--- config.mk ---
export PLATFORM = sky130hd
export DESIGN_NAME = gpio_register_block_top
export DESIGN_NICKNAME = d
export VERILOG_FILES = /design/src/hdl/gpiorb_pkg.sv /design/src/hdl/gpio_register_block_top.sv /design/src/hdl/gpiorb_regs.sv
export SDC_FILE = /design/constraint.sdc
export NUM_CORES = 1
export LEC_CHECK = 0
export BUFFER_PORTS_ARGS = -buffer_cell sky130_fd_sc_hd__buf_4
export CAP_MARGIN = 20
export CORE_UTILIZATION = 53
export DETAILED_ROUTE_END_ITERATION = 16
export PLACE_DENSITY = 0.73
export SLEW_MARGIN = 30
export SYNTH_ARGS = -nofsm -noshare
export SYNTH_HDL_FRONTEND = slang
export SYNTH_SLANG_ARGS = --single-unit
--- constraint.sdc ---
create_clock -name clk -period 4.7 [get_ports clk]
set_input_delay 0.235 -clock clk [delete_from_list [all_inputs] [get_ports clk]]
set_output_delay 0.235 -clock clk [all_outputs]
set_load 0.005 [all_outputs]
--- src/hdl/gpiorb_pkg.sv ---
package gpiorb_pkg;

  localparam int unsigned PIN_COUNT_DEF = 54;

  localparam int unsigned DATA_W        = 32;
  localparam int unsigned IDX_W         = 6;
  localparam int unsigned FSEL_WORDS    = 6;
  localparam int unsigned PINS_PER_FSEL = 10;
  localparam int unsigned FSEL_FIELD_W  = 3;
  localparam int unsigned FSEL_WORD_W   = PINS_PER_FSEL * FSEL_FIELD_W;
  localparam int unsigned FSEL_SEL_W    = $clog2(FSEL_WORDS);
  localparam int unsigned PULL_W        = 2;
  localparam int unsigned BANK_W        = 2 * DATA_W;

  localparam logic [FSEL_FIELD_W-1:0] FSEL_FIELD_MASK = 3'h7;
  localparam logic [FSEL_FIELD_W-1:0] FSEL_OUTPUT     = 3'd1;

  localparam logic [PULL_W-1:0] PULL_OFF  = 2'd0;
  localparam logic [PULL_W-1:0] PULL_DOWN = 2'd1;
  localparam logic [PULL_W-1:0] PULL_UP   = 2'd2;

  localparam logic [IDX_W-1:0] IDX_FSEL_FIRST = 6'd0;
  localparam logic [IDX_W-1:0] IDX_FSEL_LAST  = 6'd5;
  localparam logic [IDX_W-1:0] IDX_SET0       = 6'd7;
  localparam logic [IDX_W-1:0] IDX_SET1       = 6'd8;
  localparam logic [IDX_W-1:0] IDX_CLR0       = 6'd10;
  localparam logic [IDX_W-1:0] IDX_CLR1       = 6'd11;
  localparam logic [IDX_W-1:0] IDX_LEV0       = 6'd13;
  localparam logic [IDX_W-1:0] IDX_LEV1       = 6'd14;
  localparam logic [IDX_W-1:0] IDX_PULL       = 6'd37;
  localparam logic [IDX_W-1:0] IDX_PCLK0      = 6'd38;
  localparam logic [IDX_W-1:0] IDX_PCLK1      = 6'd39;

  typedef struct packed {
    logic              wr;
    logic [IDX_W-1:0]  idx;
    logic [DATA_W-1:0] data;
  } access_t;

  typedef struct packed {
    logic [DATA_W-1:0] read_data;
    logic              bad_address;
  } result_t;

endpackage

--- src/hdl/gpio_register_block_top.sv ---
// Path: a beat accepted into the input register is committed and its result captured in
// the result register, which drives the outputs; a held, stalled result stalls the input register.
// Throughput: one bus access per cycle unless a stalled result holds it; the access is
// decoded and the register state updated in a single pass between the input register and the result register.
// Reset (rst_n, synchronous, active low): all function words zero (every pin an
// input), output latch zero, pull control and every pin's pull state off.
module gpio_register_block_top #(
  parameter int unsigned PIN_COUNT = gpiorb_pkg::PIN_COUNT_DEF
) (
  input  logic                              clk,
  input  logic                              rst_n,
  input  logic                              in_valid,
  output logic                              in_stall,
  input  logic                              in_action,
  input  logic [gpiorb_pkg::IDX_W-1:0]      in_reg_index,
  input  logic [gpiorb_pkg::DATA_W-1:0]     in_write_data,
  input  logic [PIN_COUNT-1:0]              in_pin_levels,
  output logic                              out_valid,
  input  logic                              out_stall,
  output logic [gpiorb_pkg::DATA_W-1:0]     out_read_data,
  output logic [PIN_COUNT-1:0]              out_drive_levels,
  output logic [PIN_COUNT-1:0]              out_drive_enable,
  output logic [PIN_COUNT-1:0]              out_pull_up_pins,
  output logic [PIN_COUNT-1:0]              out_pull_down_pins,
  output logic                              out_bad_address
);

  logic                  s1_valid_r;
  gpiorb_pkg::access_t   s1_item_r;
  logic [PIN_COUNT-1:0]  s1_levels_r;
  logic                  advance;
  logic                  fire;
  gpiorb_pkg::result_t   rsp;
  logic [PIN_COUNT-1:0]  drv_lvl, drv_en, pu, pd;

  logic                  out_valid_r;
  gpiorb_pkg::result_t   out_rsp_r;
  logic [PIN_COUNT-1:0]  out_lvl_r, out_en_r, out_pu_r, out_pd_r;

  assign advance  = !out_valid_r || !out_stall;
  assign fire     = s1_valid_r && advance;
  assign in_stall = s1_valid_r && !advance;

  always_ff @(posedge clk) begin
    if (!rst_n) begin
      s1_valid_r <= 1'b0;
    end else if (!in_stall) begin
      s1_valid_r <= in_valid;
    end
  end

  always_ff @(posedge clk) begin
    if (in_valid && !in_stall) begin
      s1_item_r.wr   <= in_action;
      s1_item_r.idx  <= in_reg_index;
      s1_item_r.data <= in_write_data;
      s1_levels_r    <= in_pin_levels;
    end
  end

  gpiorb_regs #(
    .PIN_COUNT(PIN_COUNT)
  ) u_regs (
    .clk         (clk),
    .rst_n       (rst_n),
    .commit      (fire),
    .item        (s1_item_r),
    .levels      (s1_levels_r),
    .rsp         (rsp),
    .drive_levels(drv_lvl),
    .drive_enable(drv_en),
    .pull_up     (pu),
    .pull_down   (pd)
  );

  always_ff @(posedge clk) begin
    if (!rst_n) begin
      out_valid_r <= 1'b0;
    end else if (advance) begin
      out_valid_r <= s1_valid_r;
    end
  end

  always_ff @(posedge clk) begin
    if (fire) begin
      out_rsp_r <= rsp;
      out_lvl_r <= drv_lvl;
      out_en_r  <= drv_en;
      out_pu_r  <= pu;
      out_pd_r  <= pd;
    end
  end

  assign out_valid          = out_valid_r;
  assign out_read_data      = out_rsp_r.read_data;
  assign out_bad_address    = out_rsp_r.bad_address;
  assign out_drive_levels   = out_lvl_r;
  assign out_drive_enable   = out_en_r;
  assign out_pull_up_pins   = out_pu_r;
  assign out_pull_down_pins = out_pd_r;

`ifndef SYNTHESIS
  a_bad_reads_zero: assert property (@(posedge clk) disable iff (!rst_n)
    out_valid && out_bad_address |-> out_read_data == '0)
    else $error("bad address beat carries nonzero read data");

  a_pull_disjoint: assert property (@(posedge clk) disable iff (!rst_n)
    out_valid |-> (out_pull_up_pins & out_pull_down_pins) == '0)
    else $error("pin reported as both pull-up and pull-down");

  a_stall_cause: assert property (@(posedge clk) disable iff (!rst_n)
    in_stall |-> out_valid_r && out_stall && s1_valid_r)
    else $error("input stalled without a blocked result");

  a_write_reads_zero: assert property (@(posedge clk) disable iff (!rst_n)
    fire && s1_item_r.wr |=> out_valid && out_read_data == '0)
    else $error("write beat returned nonzero read data");
`endif

endmodule

--- src/hdl/gpiorb_regs.sv ---
module gpiorb_regs #(
  parameter int unsigned PIN_COUNT = gpiorb_pkg::PIN_COUNT_DEF
) (
  input  logic                 clk,
  input  logic                 rst_n,
  input  logic                 commit,
  input  gpiorb_pkg::access_t  item,
  input  logic [PIN_COUNT-1:0] levels,
  output gpiorb_pkg::result_t  rsp,
  output logic [PIN_COUNT-1:0] drive_levels,
  output logic [PIN_COUNT-1:0] drive_enable,
  output logic [PIN_COUNT-1:0] pull_up,
  output logic [PIN_COUNT-1:0] pull_down
);

  logic [gpiorb_pkg::FSEL_WORD_W-1:0] fsel_r    [gpiorb_pkg::FSEL_WORDS];
  logic [gpiorb_pkg::FSEL_WORD_W-1:0] fsel_nxt  [gpiorb_pkg::FSEL_WORDS];
  logic [gpiorb_pkg::FSEL_WORD_W-1:0] fsel_mask [gpiorb_pkg::FSEL_WORDS];
  logic [PIN_COUNT-1:0]               latch_r, latch_nxt;
  logic [gpiorb_pkg::PULL_W-1:0]      pctl_r, pctl_nxt;
  logic [gpiorb_pkg::PULL_W-1:0]      pstate_r   [PIN_COUNT];
  logic [gpiorb_pkg::PULL_W-1:0]      pstate_nxt [PIN_COUNT];
  logic                               bank_sel;
  logic [gpiorb_pkg::BANK_W-1:0]      data_wide;
  logic [gpiorb_pkg::BANK_W-1:0]      lev_wide;
  logic [PIN_COUNT-1:0]               bank_mask;
  logic [gpiorb_pkg::DATA_W-1:0]      lev_word;
  logic [gpiorb_pkg::FSEL_SEL_W-1:0]  fsel_sel;

  always_comb begin
    for (int k = 0; k < int'(gpiorb_pkg::FSEL_WORDS); k++) begin
      for (int j = 0; j < int'(gpiorb_pkg::PINS_PER_FSEL); j++) begin
        if (k * int'(gpiorb_pkg::PINS_PER_FSEL) + j < int'(PIN_COUNT)) begin
          fsel_mask[k][j*gpiorb_pkg::FSEL_FIELD_W +: gpiorb_pkg::FSEL_FIELD_W] =
            gpiorb_pkg::FSEL_FIELD_MASK;
        end else begin
          fsel_mask[k][j*gpiorb_pkg::FSEL_FIELD_W +: gpiorb_pkg::FSEL_FIELD_W] = '0;
        end
      end
    end
  end

  assign bank_sel  = (item.idx == gpiorb_pkg::IDX_SET1) || (item.idx == gpiorb_pkg::IDX_CLR1) ||
                     (item.idx == gpiorb_pkg::IDX_LEV1) || (item.idx == gpiorb_pkg::IDX_PCLK1);
  assign data_wide = bank_sel ? {item.data, {gpiorb_pkg::DATA_W{1'b0}}}
                              : {{gpiorb_pkg::DATA_W{1'b0}}, item.data};
  assign bank_mask = data_wide[PIN_COUNT-1:0];
  assign lev_wide  = gpiorb_pkg::BANK_W'(levels);
  assign lev_word  = bank_sel ? lev_wide[gpiorb_pkg::BANK_W-1:gpiorb_pkg::DATA_W]
                              : lev_wide[gpiorb_pkg::DATA_W-1:0];
  assign fsel_sel  = item.idx[gpiorb_pkg::FSEL_SEL_W-1:0];

  always_comb begin
    fsel_nxt        = fsel_r;
    latch_nxt       = latch_r;
    pctl_nxt        = pctl_r;
    pstate_nxt      = pstate_r;
    rsp.read_data   = '0;
    rsp.bad_address = 1'b0;
    unique case (item.idx) inside
      [gpiorb_pkg::IDX_FSEL_FIRST:gpiorb_pkg::IDX_FSEL_LAST]: begin
        if (item.wr) begin
          fsel_nxt[fsel_sel] = item.data[gpiorb_pkg::FSEL_WORD_W-1:0] & fsel_mask[fsel_sel];
        end else begin
          rsp.read_data = gpiorb_pkg::DATA_W'(fsel_r[fsel_sel]);
        end
      end
      gpiorb_pkg::IDX_SET0, gpiorb_pkg::IDX_SET1: begin
        if (item.wr) begin
          latch_nxt = latch_r | bank_mask;
        end
      end
      gpiorb_pkg::IDX_CLR0, gpiorb_pkg::IDX_CLR1: begin
        if (item.wr) begin
          latch_nxt = latch_r & ~bank_mask;
        end
      end
      gpiorb_pkg::IDX_LEV0, gpiorb_pkg::IDX_LEV1: begin
        if (!item.wr) begin
          rsp.read_data = lev_word;
        end
      end
      gpiorb_pkg::IDX_PULL: begin
        if (item.wr) begin
          pctl_nxt = item.data[gpiorb_pkg::PULL_W-1:0];
        end else begin
          rsp.read_data = gpiorb_pkg::DATA_W'(pctl_r);
        end
      end
      gpiorb_pkg::IDX_PCLK0, gpiorb_pkg::IDX_PCLK1: begin
        if (item.wr) begin
          for (int p = 0; p < int'(PIN_COUNT); p++) begin
            if (bank_mask[p]) begin
              pstate_nxt[p] = pctl_r;
            end
          end
        end
      end
      default: begin
        rsp.bad_address = 1'b1;
      end
    endcase
  end

  assign drive_levels = latch_nxt;

  for (genvar p = 0; p < PIN_COUNT; p++) begin : g_pin
    localparam int unsigned W  = p / gpiorb_pkg::PINS_PER_FSEL;
    localparam int unsigned SH = (p % gpiorb_pkg::PINS_PER_FSEL) * gpiorb_pkg::FSEL_FIELD_W;
    assign drive_enable[p] =
      (fsel_nxt[W][SH +: gpiorb_pkg::FSEL_FIELD_W] == gpiorb_pkg::FSEL_OUTPUT);
    assign pull_up[p]   = (pstate_nxt[p] == gpiorb_pkg::PULL_UP);
    assign pull_down[p] = (pstate_nxt[p] == gpiorb_pkg::PULL_DOWN);
  end

  always_ff @(posedge clk) begin
    if (!rst_n) begin
      for (int k = 0; k < int'(gpiorb_pkg::FSEL_WORDS); k++) begin
        fsel_r[k] <= '0;
      end
      latch_r <= '0;
      pctl_r  <= gpiorb_pkg::PULL_OFF;
      for (int p = 0; p < int'(PIN_COUNT); p++) begin
        pstate_r[p] <= gpiorb_pkg::PULL_OFF;
      end
    end else if (commit) begin
      fsel_r   <= fsel_nxt;
      latch_r  <= latch_nxt;
      pctl_r   <= pctl_nxt;
      pstate_r <= pstate_nxt;
    end
  end

endmodule
==> reports/qor.yml <==
clockBufferDepth: 3
postRouteAntennaNets: 0
synth-xor-area-share: 0
relSlewSlack: 0.374
worstPathCellList: "buf_4, and2_1, o21ai_2, a31oi_4, buf_4, nand2_1, o21ai_0"
drt_iter0_markers: 2498
fp.dieH_um: 236
synth_edf_count: 342
cts_setup_buffers: 0
worstSetupPathType: "register to register"
viasPerCell: 6.09
dr.pass1.iters: 5
placementRows: 85
insertion_delay_ps: 620
seqCellArea_mm2: 0.0172
final_nets: 3104
dieArea_mm2: 0.0557
fin_worst_skew_ps: 22.8
instances_no_fill: 3766
ys_warn_count: 0
port_buffers: 347
final_area_mm2: 0.0351
dp_cells: 3534
rsz0062_at_grt: "no"
synth_top_family_by_area: "simple AND/OR/NAND/NOR gates"
numCtsBuffers: 71
synthMuxAreaShare: 0.0722
min_period_ps: 2900
ir_drop_uv: 276
clock.fmax_ghz: 0.345
ctsHoldBuffers: 95
drc: 0
antenna_found_initial: 7
worstPathMaxFanout: 35
place_area_mm2: 0.0318
p_per_area_mw_per_mm2: 362
synth_top_flop_cell: "dfxtp_1"
dp_hpwl_um: 56500
hold_viol: 0
cts-root-buf: "clkbuf_16"
rr_worst_depth: 7
postLayoutCoreUtil: 0.650
fill_cells: 4174
synth_seq_cells: 688
cp.required_ps: 5120
synth_compound_area_frac: 0.139
setup.worst_path.start_class: "register"
cp_slowest_stage_delay_ps: 510
leakage_nw: 12.7
num_vias: 22944
drive_gt1_frac: 0.182
area_delta_synth_final_pct: 20.8
clk_pin_slew_ps: 60
drt-total-wl_um: 87900
drv_slew: 0
finalPower_mw: 12.7
synth_fa_ha_area_frac: 0
arrival_ps: 3310
h-tree-depth: 3
cts_tree: "built"
crit_slowest_cell: "nand2_1"
start_util: 0.538
path_common_cell: "buf_4"
clock_sinks: 688
pin_count: 348
multi_input_area_mm2: 0.0108
detail_route.wl_per_cell_um: 23.4
syn-cell-area_mm2: 0.0290
gp_congestion: 0.915
worst_pin_slew_ps: 939
yosys.area_share.simple: 0.160
groute.usage.overall: 0.311
synth_area_per_cell_um2: 10.8
cts_resized: 0
tns_ps: 0
whs_ps: 312
hold_depth: 2
syn_inst: 2681
r2r_slack_ps: 1800
die_w_um: 236
synth_fp_nets: 2778
outcome: "finished, final reports clean"
synth_cell_type_count: 58
grt_max_degree: 151
end_kind: "register"
grt_pass1_vias: 21840
hp-class: "input port to register"
dp_slack_ps: 1540
grt_pass1_wl_um: 132000
core_mm2: 0.0540
async_flop_share: 0
max-cap-violations: 0
min_period_over_period: 0.616
setup-violations-final: 0
setup_ws_ps: 1800
ys_seq_area_frac: 0.592
overflow: 0
-- placed cells by master (no fill, tap or decap), types with 15 or more instances in the layout --
cell type | netlist | routed
a21boi_0 | 98 | 98
clkinv_2 | 0 | 15
dfxtp_1 | 346 | 344
nand3_1 | 136 | 135
dlygate4sd3_1 | 0 | 95
nand2b_1 | 54 | 52
mux2i_1 | 142 | 142
clkbuf_1 | 163 | 18
nor2_1 | 122 | 121
and3_1 | 21 | 21
o311ai_0 | 36 | 36
o311ai_1 | 18 | 18
nor2b_1 | 66 | 65
o21ai_0 | 373 | 373
mux4_2 | 30 | 30
a21boi_1 | 23 | 23
o21ai_1 | 41 | 41
and2_1 | 78 | 78
clkbuf_16 | 0 | 75
buf_4 | 14 | 381
a221o_1 | 20 | 20
nand2_1 | 340 | 338
edfxtp_1 | 342 | 342
a211oi_1 | 23 | 23
nand3b_1 | 60 | 60
-- report_power, final --
| part | total, mW | switching [mW] | internal (mW) |
|---|---|---|---|
| logic | 0.624 | 0.360 | 0.264 |
| registers | 6.55 | 0.127 | 6.42 |
| clock network | 5.54 | 2.36 | 3.19 |
-- layout make-up --
cell class | instances | share of cell area
Inverter | 10 | 0.00128
Antenna cell | 4 | 0.000285
Clock buffer | 99 | 0.0577
Tap cell | 696 | 0.0248
Sequential cell | 688 | 0.490
Clock inverter | 33 | 0.00684
Timing Repair Buffer | 481 | 0.110
Multi-Input combinational cell | 1755 | 0.309
-- per-layer routing --
layer / global-route usage / wire [µm]
met1: 0.429 / 37000
met2: 0.471 / 39200
met3: 0.0661 / 7710
met4: 0.143 / 3940
met5: 0 / 81
-- path summary, 6_finish.rpt --
kind                                     endpoint                            start
hold / removal    u_regs.pstate_r[7]$_SDFFE_PN0P_                            rst_n
setup reg to reg   out_drive_levels[41]$_DFFE_PP_          s1_item_r[33]$_DFFE_PP_
setup / recovery   out_drive_levels[41]$_DFFE_PP_          s1_item_r[33]$_DFFE_PP_
hold reg to reg   u_regs.latch_r[48]$_SDFFE_PN0P_  u_regs.latch_r[48]$_SDFFE_PN0P_
-- sequential cells by signal, summed over array words and instances (netlist names), named ones only --
register,count
out_bad_address,1
out_drive_enable,54
out_drive_levels,54
out_pull_down_pins,54
out_pull_up_pins,54
out_read_data,32
out_valid,1
s1_item_r,39
s1_levels_r,54
s1_valid_r,1
u_regs.fsel_r,162
u_regs.latch_r,54
u_regs.pctl_r,2
u_regs.pstate_r,108
-- cell usage after synthesis (23+ instances only) --
master | n | area share
a211oi_1 | 23 | 0.0059
a21boi_0 | 98 | 0.025
a21boi_1 | 23 | 0.0059
and2_1 | 78 | 0.017
buf_2 | 33 | 0.0057
clkbuf_1 | 163 | 0.021
dfxtp_1 | 346 | 0.24
edfxtp_1 | 342 | 0.35
mux2i_1 | 142 | 0.049
mux4_2 | 30 | 0.023
nand2_1 | 340 | 0.044
nand2b_1 | 54 | 0.012
nand3_1 | 136 | 0.023
nand3b_1 | 60 | 0.016
nor2_1 | 122 | 0.016
nor2b_1 | 66 | 0.014
o21ai_0 | 373 | 0.064
o21ai_1 | 41 | 0.0071
o311ai_0 | 36 | 0.011
-- cell families (layout without fill, tap and decap cells) --
| logic type | Yosys count | in the layout |
|---|---|---|
| simple gates | 922 | 922 |
| flops | 688 | 688 |
| compound gates | 661 | 661 |
| buf+inv | 238 | 623 |
| mux | 172 | 172 |
| other cells | 0 | 4 |
-- critical path: cells and delay by family (launching register included) --
| family | cells | cell delay (ps) |
|---|---|---|
| AOI/OAI and AO/OA | 3 | 660 |
| buffers and inverters | 2 | 710 |
| and+or+nand+nor | 2 | 940 |
| DFF | 1 | 360 |
Power figures use the tool's default switching activity.
